==> src/hw/rtl/sws_pkg.sv <==
// Package for the sliding window sender: sizes, command and event codes,
// payload and control structs, and the slot mask helper.
// No dependencies.
package sws_pkg;

  localparam int unsigned WINDOW_SLOTS      = 32;
  localparam int unsigned SLOT_W            = $clog2(WINDOW_SLOTS);
  localparam logic [15:0] FULL_PAYLOAD      = 16'd1400;
  localparam logic [7:0]  RESET_RETRY_LIMIT = 8'd100;
  localparam logic [7:0]  SILENT_MAX        = 8'hFF;

  typedef logic [WINDOW_SLOTS-1:0] slot_map_t;
  typedef logic [SLOT_W-1:0]       slot_idx_t;

  typedef enum logic [1:0] {
    CMD_CUM_ACK = 2'd0,
    CMD_SEL_ACK = 2'd1,
    CMD_END     = 2'd2,
    CMD_TICK    = 2'd3
  } sws_command_e;

  typedef enum logic [1:0] {
    EV_SEND  = 2'd0,
    EV_DONE  = 2'd1,
    EV_ABORT = 2'd2
  } sws_event_e;

  typedef struct packed {
    sws_command_e command;
    logic [31:0]  ack_sequence;
    logic [31:0]  end_sequence;
    logic [15:0]  end_length;
  } sws_in_t;

  typedef struct packed {
    sws_event_e  event_kind;
    logic [31:0] sequence_res;
    logic        is_final;
    logic [15:0] payload_length;
    logic        last;
  } sws_out_t;

  // Commands from the controller to the datapath.
  typedef struct packed {
    logic accept;
    logic slide;
    logic prep;
    logic scan;
  } sws_ctl_t;

  // Status from the datapath to the controller.
  typedef struct packed {
    logic abort;
    logic slide_more;
    logic scan_last;
  } sws_sts_t;

  // Mask with slots 0 up to and including n set.
  function automatic slot_map_t slots_upto(slot_idx_t n);
    slot_map_t m;
    for (int k = 0; k < int'(WINDOW_SLOTS); k++) begin
      m[k] = (k <= int'(n));
    end
    return m;
  endfunction

endpackage

==> src/hw/rtl/sws_datapath.sv <==
// Datapath of the sliding window sender: window state, retry register,
// slide and scan registers, and the registered result word.
// Depends on sws_pkg.
module sws_datapath import sws_pkg::*; (
  input  logic     clk_i,
  input  logic     rst_ni,
  input  sws_ctl_t ctl_i,
  output sws_sts_t sts_o,
  input  sws_in_t  item_i,
  input  logic     cfg_we_i,
  input  logic [7:0] cfg_data_i,
  output logic     result_strobe_o,
  output sws_out_t result_o
);

  logic [7:0]  retry_q, retry_d;
  logic [31:0] base_q, base_d;
  slot_map_t   map_q, map_d;
  logic        end_known_q, end_known_d;
  logic [31:0] final_seq_q, final_seq_d;
  logic [15:0] final_len_q, final_len_d;
  logic [7:0]  silent_q, silent_d;
  logic        ack_seen_q, ack_seen_d;
  slot_map_t   pend_q, pend_d;
  logic [31:0] seq_q, seq_d;
  slot_idx_t   idx_q, idx_d;
  slot_idx_t   fo_idx_q, fo_idx_d;
  logic        fin_in_q, fin_in_d;
  logic        strobe_q, strobe_d;
  sws_out_t    res_q, res_d;

  logic [31:0] ack_off;
  logic        ack_in_win;
  logic [31:0] fo;
  logic        fo_in_win;
  logic [7:0]  silent_tick;

  assign ack_off    = item_i.ack_sequence - base_q;
  assign ack_in_win = ack_off < 32'(WINDOW_SLOTS);
  assign fo         = final_seq_q - base_q;
  assign fo_in_win  = end_known_q && (fo < 32'(WINDOW_SLOTS));
  assign silent_tick = ack_seen_q ? 8'd0 :
                       ((silent_q == SILENT_MAX) ? SILENT_MAX : silent_q + 8'd1);

  assign sts_o.abort      = silent_tick > retry_q;
  assign sts_o.slide_more = map_q[0] && !(end_known_q && (base_q == final_seq_q));
  assign sts_o.scan_last  = (pend_q[WINDOW_SLOTS-1:1] == '0);

  always_comb begin
    retry_d     = retry_q;
    base_d      = base_q;
    map_d       = map_q;
    end_known_d = end_known_q;
    final_seq_d = final_seq_q;
    final_len_d = final_len_q;
    silent_d    = silent_q;
    ack_seen_d  = ack_seen_q;
    pend_d      = pend_q;
    seq_d       = seq_q;
    idx_d       = idx_q;
    fo_idx_d    = fo_idx_q;
    fin_in_d    = fin_in_q;
    strobe_d    = 1'b0;
    res_d       = res_q;

    if (cfg_we_i) begin
      retry_d = cfg_data_i;
    end

    if (ctl_i.accept) begin
      case (item_i.command)
        CMD_CUM_ACK: begin
          ack_seen_d = 1'b1;
          if (ack_in_win) begin
            map_d = map_q | slots_upto(ack_off[SLOT_W-1:0]);
          end
        end
        CMD_SEL_ACK: begin
          ack_seen_d = 1'b1;
          if (ack_in_win) begin
            map_d[ack_off[SLOT_W-1:0]] = 1'b1;
          end
        end
        CMD_END: begin
          end_known_d = 1'b1;
          final_seq_d = item_i.end_sequence;
          final_len_d = item_i.end_length;
        end
        CMD_TICK: begin
          silent_d   = silent_tick;
          ack_seen_d = 1'b0;
          if (sts_o.abort) begin
            strobe_d             = 1'b1;
            res_d.event_kind     = EV_ABORT;
            res_d.sequence_res   = '0;
            res_d.is_final       = 1'b0;
            res_d.payload_length = '0;
            res_d.last           = 1'b1;
          end
        end
        default: begin
        end
      endcase
    end

    if (ctl_i.slide) begin
      map_d  = map_q >> 1;
      base_d = base_q + 32'd1;
    end

    if (ctl_i.prep) begin
      pend_d   = ~map_q & (fo_in_win ? slots_upto(fo[SLOT_W-1:0]) : '1);
      seq_d    = base_q;
      idx_d    = '0;
      fo_idx_d = fo[SLOT_W-1:0];
      fin_in_d = fo_in_win;
    end

    if (ctl_i.scan) begin
      if (pend_q == '0) begin
        strobe_d             = 1'b1;
        res_d.event_kind     = EV_DONE;
        res_d.sequence_res   = '0;
        res_d.is_final       = 1'b0;
        res_d.payload_length = '0;
        res_d.last           = 1'b1;
      end else if (pend_q[0]) begin
        strobe_d             = 1'b1;
        res_d.event_kind     = EV_SEND;
        res_d.sequence_res   = seq_q;
        res_d.is_final       = fin_in_q && (idx_q == fo_idx_q);
        res_d.payload_length = (fin_in_q && (idx_q == fo_idx_q)) ? final_len_q
                                                                 : FULL_PAYLOAD;
        res_d.last           = sts_o.scan_last;
      end
      pend_d = pend_q >> 1;
      seq_d  = seq_q + 32'd1;
      idx_d  = idx_q + slot_idx_t'(1);
    end
  end

  always_ff @(posedge clk_i or negedge rst_ni) begin
    if (!rst_ni) begin
      retry_q     <= RESET_RETRY_LIMIT;
      base_q      <= '0;
      map_q       <= '0;
      end_known_q <= 1'b0;
      final_seq_q <= '0;
      final_len_q <= '0;
      silent_q    <= '0;
      ack_seen_q  <= 1'b1;
      strobe_q    <= 1'b0;
    end else begin
      retry_q     <= retry_d;
      base_q      <= base_d;
      map_q       <= map_d;
      end_known_q <= end_known_d;
      final_seq_q <= final_seq_d;
      final_len_q <= final_len_d;
      silent_q    <= silent_d;
      ack_seen_q  <= ack_seen_d;
      strobe_q    <= strobe_d;
    end
  end

  always_ff @(posedge clk_i) begin
    pend_q   <= pend_d;
    seq_q    <= seq_d;
    idx_q    <= idx_d;
    fo_idx_q <= fo_idx_d;
    fin_in_q <= fin_in_d;
    res_q    <= res_d;
  end

  assign result_strobe_o = strobe_q;
  assign result_o        = res_q;

endmodule

==> src/hw/rtl/sws_ctrl.sv <==
// Controller of the sliding window sender: sequences a round tick through
// the slide, preparation and scan steps of the datapath.
// Depends on sws_pkg.
module sws_ctrl import sws_pkg::*; (
  input  logic         clk_i,
  input  logic         rst_ni,
  input  logic         start,
  input  sws_command_e command_i,
  input  sws_sts_t     sts_i,
  output sws_ctl_t     ctl_o,
  output logic         busy
);

  typedef enum logic [1:0] {
    ST_IDLE,
    ST_SLIDE,
    ST_SCAN
  } state_e;

  state_e state_q, state_d;
  logic   busy_q, busy_d;

  always_comb begin
    state_d = state_q;
    busy_d  = busy_q;
    ctl_o   = '0;
    case (state_q)
      ST_IDLE: begin
        if (start) begin
          ctl_o.accept = 1'b1;
          if ((command_i == CMD_TICK) && !sts_i.abort) begin
            state_d = ST_SLIDE;
            busy_d  = 1'b1;
          end
        end
      end
      ST_SLIDE: begin
        if (sts_i.slide_more) begin
          ctl_o.slide = 1'b1;
        end else begin
          ctl_o.prep = 1'b1;
          state_d    = ST_SCAN;
        end
      end
      ST_SCAN: begin
        ctl_o.scan = 1'b1;
        if (sts_i.scan_last) begin
          state_d = ST_IDLE;
          busy_d  = 1'b0;
        end
      end
      default: begin
        state_d = ST_IDLE;
        busy_d  = 1'b0;
      end
    endcase
  end

  always_ff @(posedge clk_i or negedge rst_ni) begin
    if (!rst_ni) begin
      state_q <= ST_IDLE;
      busy_q  <= 1'b0;
    end else begin
      state_q <= state_d;
      busy_q  <= busy_d;
    end
  end

  assign busy = busy_q;

endmodule

==> src/hw/rtl/sliding_window_sender.sv <==
// Timing: an ack or end-of-data word is taken in idle and produces no result.
// A round tick that aborts gives its result in the cycle after acceptance; otherwise it
// runs through S slides (0 to 32), a preparation step and N scan steps (1 to 32),
// one slot per cycle, and busy stays high meanwhile. Results cannot be stalled.
// Reset (asynchronous, active low) clears the window and sets the retry limit to 100.
// Top level of the sliding window sender; depends on sws_pkg, sws_ctrl, sws_datapath.
module sliding_window_sender import sws_pkg::*; (
  input  logic       clk_i,
  input  logic       rst_ni,
  input  logic       start,
  output logic       busy,
  input  sws_in_t    item_i,
  output logic       result_strobe_o,
  output sws_out_t   result_o,
  input  logic       cfg_valid_i,
  output logic       cfg_ready_o,
  input  logic [7:0] cfg_data_i
);

  sws_ctl_t ctl;
  sws_sts_t sts;

  assign cfg_ready_o = 1'b1;

  sws_ctrl u_ctrl (
    .clk_i     (clk_i),
    .rst_ni    (rst_ni),
    .start     (start),
    .command_i (item_i.command),
    .sts_i     (sts),
    .ctl_o     (ctl),
    .busy      (busy)
  );

  sws_datapath u_datapath (
    .clk_i           (clk_i),
    .rst_ni          (rst_ni),
    .ctl_i           (ctl),
    .sts_o           (sts),
    .item_i          (item_i),
    .cfg_we_i        (cfg_valid_i && cfg_ready_o),
    .cfg_data_i      (cfg_data_i),
    .result_strobe_o (result_strobe_o),
    .result_o        (result_o)
  );

endmodule

==> config.mk <==
export PLATFORM = sky130hd
export DESIGN_NAME = sliding_window_sender
export DESIGN_NICKNAME = d
export VERILOG_FILES = /design/src/hw/rtl/sws_pkg.sv /design/src/hw/rtl/sws_datapath.sv /design/src/hw/rtl/sws_ctrl.sv /design/src/hw/rtl/sliding_window_sender.sv
export SDC_FILE = /design/constraint.sdc
export NUM_CORES = 1
export LEC_CHECK = 0
export CAP_MARGIN = 10
export CORE_MARGIN = 2
export CORE_UTILIZATION = 45
export CTS_BUF_LIST = sky130_fd_sc_hd__clkbuf_16
export CTS_CLUSTER_SIZE = 24
export DETAILED_ROUTE_END_ITERATION = 12
export DONT_BUFFER_PORTS = 1
export GPL_TIMING_DRIVEN = 0
export MAX_ROUTING_LAYER = met4
export SLEW_MARGIN = 20
export SYNTH_ARGS = -nofsm -noshare
export SYNTH_HDL_FRONTEND = slang
export SYNTH_SLANG_ARGS = --single-unit
==> constraint.sdc <==
create_clock -name clk_i -period 4.9 [get_ports clk_i]
set_input_delay 1.47 -clock clk_i [delete_from_list [all_inputs] [get_ports clk_i]]
set_output_delay 1.47 -clock clk_i [all_outputs]
set_load 0.1 [all_outputs]
Yosys cells after proc, flatten, opt, wreduce, memory -nomap -nowiden:

Index checks and enable logic that the tools add are counted.

* register bits after elaboration: 261
* bits of input ports: 94
* word-level logic and storage cells: 182

* reduce and logical (&&, ||, !) cells: 23
* add/sub/neg operators: 6
* multiplexer cells: 45
* equal/unequal tests: 14
* bitwise operators: 5
* magnitude comparators: 67

Operator list (count)
* $mux 52: 6
* $mux 32: 7
* $le 5x5->1 const A: 32
* $le 4x5->1 const A: 16
* $add 32x1->32 const B: 2
* $lt 32x6->1 const B: 2
* $or 32x32->32: 2
* $pmux 32 s2: 1
* $sub 32x32->32: 2
* $mux 31: 2
* $le 3x5->1 const A: 8
* $and 32x32->32: 1
* $eq 32x32->1: 1
* $logic_not 32->1: 1
* $not 32->32: 1
* $logic_not 31->1: 1
* $le 2x5->1 const A: 4
* $mux 16: 1
* $mux 8: 2
* $mux 1: 15
* $reduce_and 4->1: 3
* $le 1x5->1 const A: 2
* $mux 2: 5
* $mux 5: 2
* other kinds (24): 41

Longest topological paths before layout:

* depth after elaboration: 10
* mapped depth: 16
* depth with buffers taken out: 14

Cells and area by module:

Synthesis repeated with hierarchy kept, for this count alone.

* cell total of the unflattened synthesis: 1819
* area total of the unflattened synthesis: 16548.4 sq um

Modules (own cells, without submodules)
* sws_datapath: instances 1, cells each 1803, area each 16374.5 sq um
* sws_ctrl: instances 1, cells each 14, area each 162.7 sq um
* sliding_window_sender: instances 1, cells each 2, area each 11.3 sq um

Least setup slack after synthesis:

Ideal clock, no wire load.

* path kind: input -> register
* start point: input port item_i[52] (netlist name)
* end point: register u_datapath.map_q[19]
* data required time: 4797 ps
* stages on the path: 12
* path slack: 61 ps
* data arrival time: 4736 ps
* path through: ha_1 buf_6 a21o_1 a21o_1 or3_1 a221o_1 or4_1 or4_1 nor4_1 nand4_1 buf_2 o41ai_2

* cells in the longest elaborated chain, start to end: 10
* elaborated cells on any way between the ends: 18
* those cells by class: 1 x add/sub; 4 x order compare; 2 x eq/ne; 7 x mux; 2 x bitwise; 2 x reduce/logical

Ends and longest elaborated chain
* start: declaration: line sliding_window_sender.sv:12 `input sws_in_t item_i,`
* $sub 32x32->32 (*): line sws_datapath.sv:38 `assign ack_off = item_i.ack_sequence - base_q;`
* $lt 5x6->1 (implied by the code) / $ge 5x1->1 (equally long branches): line sws_datapath.sv:81 `map_d[ack_off[SLOT_W-1:0]] = 1'b1;`
* $logic_and 1x1->1 (implied by the code): line sws_datapath.sv:81
* $mux 1 (implied by the code): line sws_datapath.sv:81
* $demux 1 s5
* $or 32x32->32 (no line)
* $mux 32: line sws_datapath.sv:80 `if (ack_in_win) begin`
* $pmux 32 s2: line sws_datapath.sv:71 `case (item_i.command)`
* $mux 32: line sws_datapath.sv:70 `if (ctl_i.accept) begin`
* $mux 32: line sws_datapath.sv:106 `if (ctl_i.slide) begin`
* end signal: assignment: line sws_datapath.sv:156 `map_q <= map_d;`
* end: declaration: line sws_datapath.sv:18 `slot_map_t map_q, map_d;`

Every way passes the cells marked *; elsewhere a longest branch is shown, timed or not. The select of a mux whose other input is x is not followed.
A chain may end at the register's enable or synchronous reset.

Worst setup path in the final report:

* start point: input port item_i[62] (netlist name)
* end point: register u_datapath.map_q[19]

* cells in the longest elaborated chain, start to end: 4
* elaborated cells on any way between the ends: 5
* those cells by class: 1 x add/sub; 1 x order compare; 2 x eq/ne; 1 x reduce/logical

Ends and longest elaborated chain
* $sub 32x32->32 (*): line sws_datapath.sv:38
* $lt 32x6->1 (*): line sws_datapath.sv:39 `assign ack_in_win = ack_off < 32'(WINDOW_SLOTS);`
* $ne 3x2->1 (no line)
* $reduce_and 4->1 (no line) (*)

Every way passes the cells marked *; elsewhere a longest branch is shown, timed or not.

==> metrics.cfg <==
[worst_hold_path]
min_path_type=reg -> reg

[floorplan]
die_y_um=195.4
core_region_area_um2=36350
io_pins=149
fp-row-count=70
die_area_um2=38190
initial_core_util=0.4537
die-width_um=195.4

[status]
status=finished clean

[flow_run]
maxCapViolations=0

[yosys]
netlist_instances=1891
yosys.area_share.simple=0.1807
synth_common_cells=nand2_1 (215), a21oi_1 (180), o21ai_0 (152), nor2_1 (131), dfrtp_1 (130)
synth-seq-cells=261
async_reset_ff_frac=0.5134
synth_most_common_cell=nand2_1
syn_area_um2=16490
synth-edff-count=74
synth_fa_ha_area_frac=0.05857
synth_nets=2061
ys_top_cells_by_area=dfrtp_1 (20%), edfxtp_1 (13%), dfxtp_1 (6.4%)
ys_warn_count=0
synth_xor_xnor_area_share=0.05258
yosys.area.top_type=dfrtp_1
synth_mux_area_frac=0.06131
synth_top_area_frac=0.1973
synth_compound_area_frac=0.2008
syn_avg_cell_area_um2=8.721
ys_types=75
synth_top_flop_cell=dfrtp_1
yosysSeqAreaShare=0.4027
synth_top_family_by_area=compound AO/OA/AOI/OAI gates

[timing]
min_period_ps=4706
slew_viol_final=0
worst_pin_slew_ps=1030
max-slew-margin-rel=0.3125
clock.fmax_mhz=212.5
timing.final.crit_share=0.9603
skew_ps=27.00
whs_ps=502.9
rsz0062_at_grt=false
finalSetupViolations=0
hold_viol_final=0

[grt]
grt_max_degree=135
grt.total_usage=0.2690
grt_pass1_wl_um=78310
grt_pass1_vias=13788
antenna_found_initial=3
overflow=0

[worst_setup_path]
crit_path_end_kind=register
cp_data_arrival_time_ps=5200
start_kind=primary input
crit_type=in -> reg
required_ps=5390
cp_max_fo=10

[detailed_routing]
wl_met1_um=22710
first_pass_iters=5
highest_layer=met4
drt-initial-drc-count=1298
antenna_left=0
drc=0
wl_per_cell_um=20.86
via_count=14592
route.met2.wl_um=21510
routed_wl_um=50530
wl_met3_um=4823
vias_per_cell=6.025

[pwr]
p_comb_frac=0.350
swShare=0.4789
power.switching_w=0.005158
seq_power_share=0.453
power_leakage_nw=7.038
pwr-share-clk=0.197
power_density_nw_per_um2=595.8
ir_drop_mv=0.3088
internal_power_w=0.005613
power_w=0.01077

[place]
dp.final_hpwl_um=39250
dpl_cell_area_um2=17110
io_buffer_count=0
gp_congestion=0.9350

[clocking]
clk_latency_ps=600
h-tree-depth=1
cts_tree=yes
cts.sinks=261
root_buffer=clkbuf_16
cts_buffer_depth=3
clk_pin_slew_ps=60
numCtsBuffers=31

[cells_and_area]
fillCellCount=3467
drive_gt1_frac=0.07022
layout-area-overhead-vs-synth_pct=9.636
final_cell_area_um2=18080
nets=2096

==> flip-flops by register name (all words and copies together) (netlist names) <==
signal,flops
u_datapath.fin_in_q,1
u_datapath.base_q,32
u_datapath.idx_q,5
u_datapath.end_known_q,1
u_datapath.ack_seen_q,1
u_datapath.result_o,52
u_datapath.map_q,32
u_datapath.fo_idx_q,5
u_ctrl.busy,1
u_datapath.result_strobe_o,1
u_datapath.final_len_q,16
u_datapath.seq_q,32
u_datapath.silent_q,8
u_datapath.pend_q,32
u_datapath.final_seq_q,32
u_ctrl.state_q,2
u_datapath.retry_q,8
==> placed cells by master (no fill, tap or decap), types with 32 or more instances in the layout <==
master and instances:
dfxtp_1 53, nand3_1 91, xnor2_1 61, a21oi_1 179, dfrtp_1 130, nand4_1 38
nor3_1 40, mux2_2 56, nor2_1 131, clkbuf_1 92, inv_1 78, edfxtp_1 74
clkbuf_16 32, a31oi_1 33, nand2_1 214, o21ai_0 150, xor2_1 38, mux2i_1 38
ha_1 74
==> layout make-up <==
cell class	instances	area, um2	area share
Timing Repair Buffer	2	27.53	0.001522
Clock inverter	26	130.1	0.007197
Antenna cell	3	7.507	0.0004152
Multi-Input combinational cell	1446	9176	0.5075
Buffer	109	429.2	0.02374
Sequential cell	261	6641	0.3673
Tap cell	468	585.6	0.03239
Clock buffer	32	800.8	0.04429
Inverter	75	281.5	0.01557
==> critical path, stage by stage <==
cell	delay [ps]
ha_1	250
clkbuf_1	310
a21oi_1	230
o21ai_1	320
a221oi_1	180
a221o_1	360
or4_1	480
or4_1	510
nor4_1	290
nand4_1	120
buf_4	190
buf_2	200
o41ai_2	270
==> metal layers <==
| layer | vias to the layer above | track usage |
|---|---|---|
| li1 | 6990 | - |
| met1 | 6941 | 0.3680 |
| met2 | 575 | 0.3937 |
| met3 | 86 | 0.06874 |
| met4 | 0 | 0.07747 |
| met5 | - | - |
==> final timing paths <==
path | startpoint | end | slack, ps | depth (start not counted)
hold / removal | u_datapath.base_q[25]$_DFFE_PN0P_ | u_datapath.base_q[25]$_DFFE_PN0P_ | 500 | 1
hold reg to reg | u_datapath.base_q[25]$_DFFE_PN0P_ | u_datapath.base_q[25]$_DFFE_PN0P_ | 500 | 1
setup reg to reg | u_datapath.base_q[12]$_DFFE_PN0P_ | u_datapath.pend_q[1]$_DFFE_PP_ | 220 | 13
max in group asynchronous | rst_ni | u_datapath.final_len_q[4]$_DFFE_PN0P_ | 4000 | 0
setup / recovery | item_i[62] | u_datapath.map_q[19]$_DFFE_PN0P_ | 190 | 13
min in group asynchronous | rst_ni | u_datapath.retry_q[4]$_DFFE_PN0P_ | 570 | 0
==> through the flow <==
| stage | TNS [ps] | util | instances | worst slack (ps) |
|---|---|---|---|---|
| 5_1_grt | 0 | 0.4974 | 2422 | 43.22 |
| 3_5_place_dp | -22990 | 0.4707 | 2360 | -768.4 |
| 3_3_place_gp | -82570 | 0.4698 | 2359 | -831.6 |
| 6_report | 0 | 0.4974 | 2422 | 194.3 |
| 4_1_cts | 0 | 0.4970 | 2418 | 7.774 |
| 2_1_floorplan | 0 | - | 1891 | 60.99 |
==> cell families after synthesis <==
| group | after synthesis |
|---|---|
| AND/OR/NAND/NOR | 632 |
| AO/OA/AOI/OAI | 544 |
| flip-flops | 261 |
| buffers and inverters | 184 |
| XOR/XNOR | 99 |
| multiplexers | 94 |
| adder cells (fa/ha/maj) | 76 |
| other | 1 |
==> power groups by stage <==
| stage | Combinational, W | Clock (W) | Sequential (W) |
|---|---|---|---|
| 2_1_floorplan | 0.00281 | 0 | 0.00469 |
| 3_3_place_gp | 0.00362 | 0 | 0.00492 |
| 3_5_place_dp | 0.00370 | 0 | 0.00490 |
| 4_1_cts | 0.00373 | 0.00217 | 0.00488 |
| 5_1_grt | 0.00420 | 0.00226 | 0.00497 |
| 6_report | 0.00377 | 0.00212 | 0.00488 |
==> timing repair <==
| action | in CTS | in global routing |
|---|---|---|
| hold buffers | 0 | 0 |
| gates resized for setup | 5 | 1 |
| endpoints found under the setup margin | 62 | 62 |
| buffers inserted | 0 | 1 |
No activity file was read; power rests on OpenSTA's default activity.
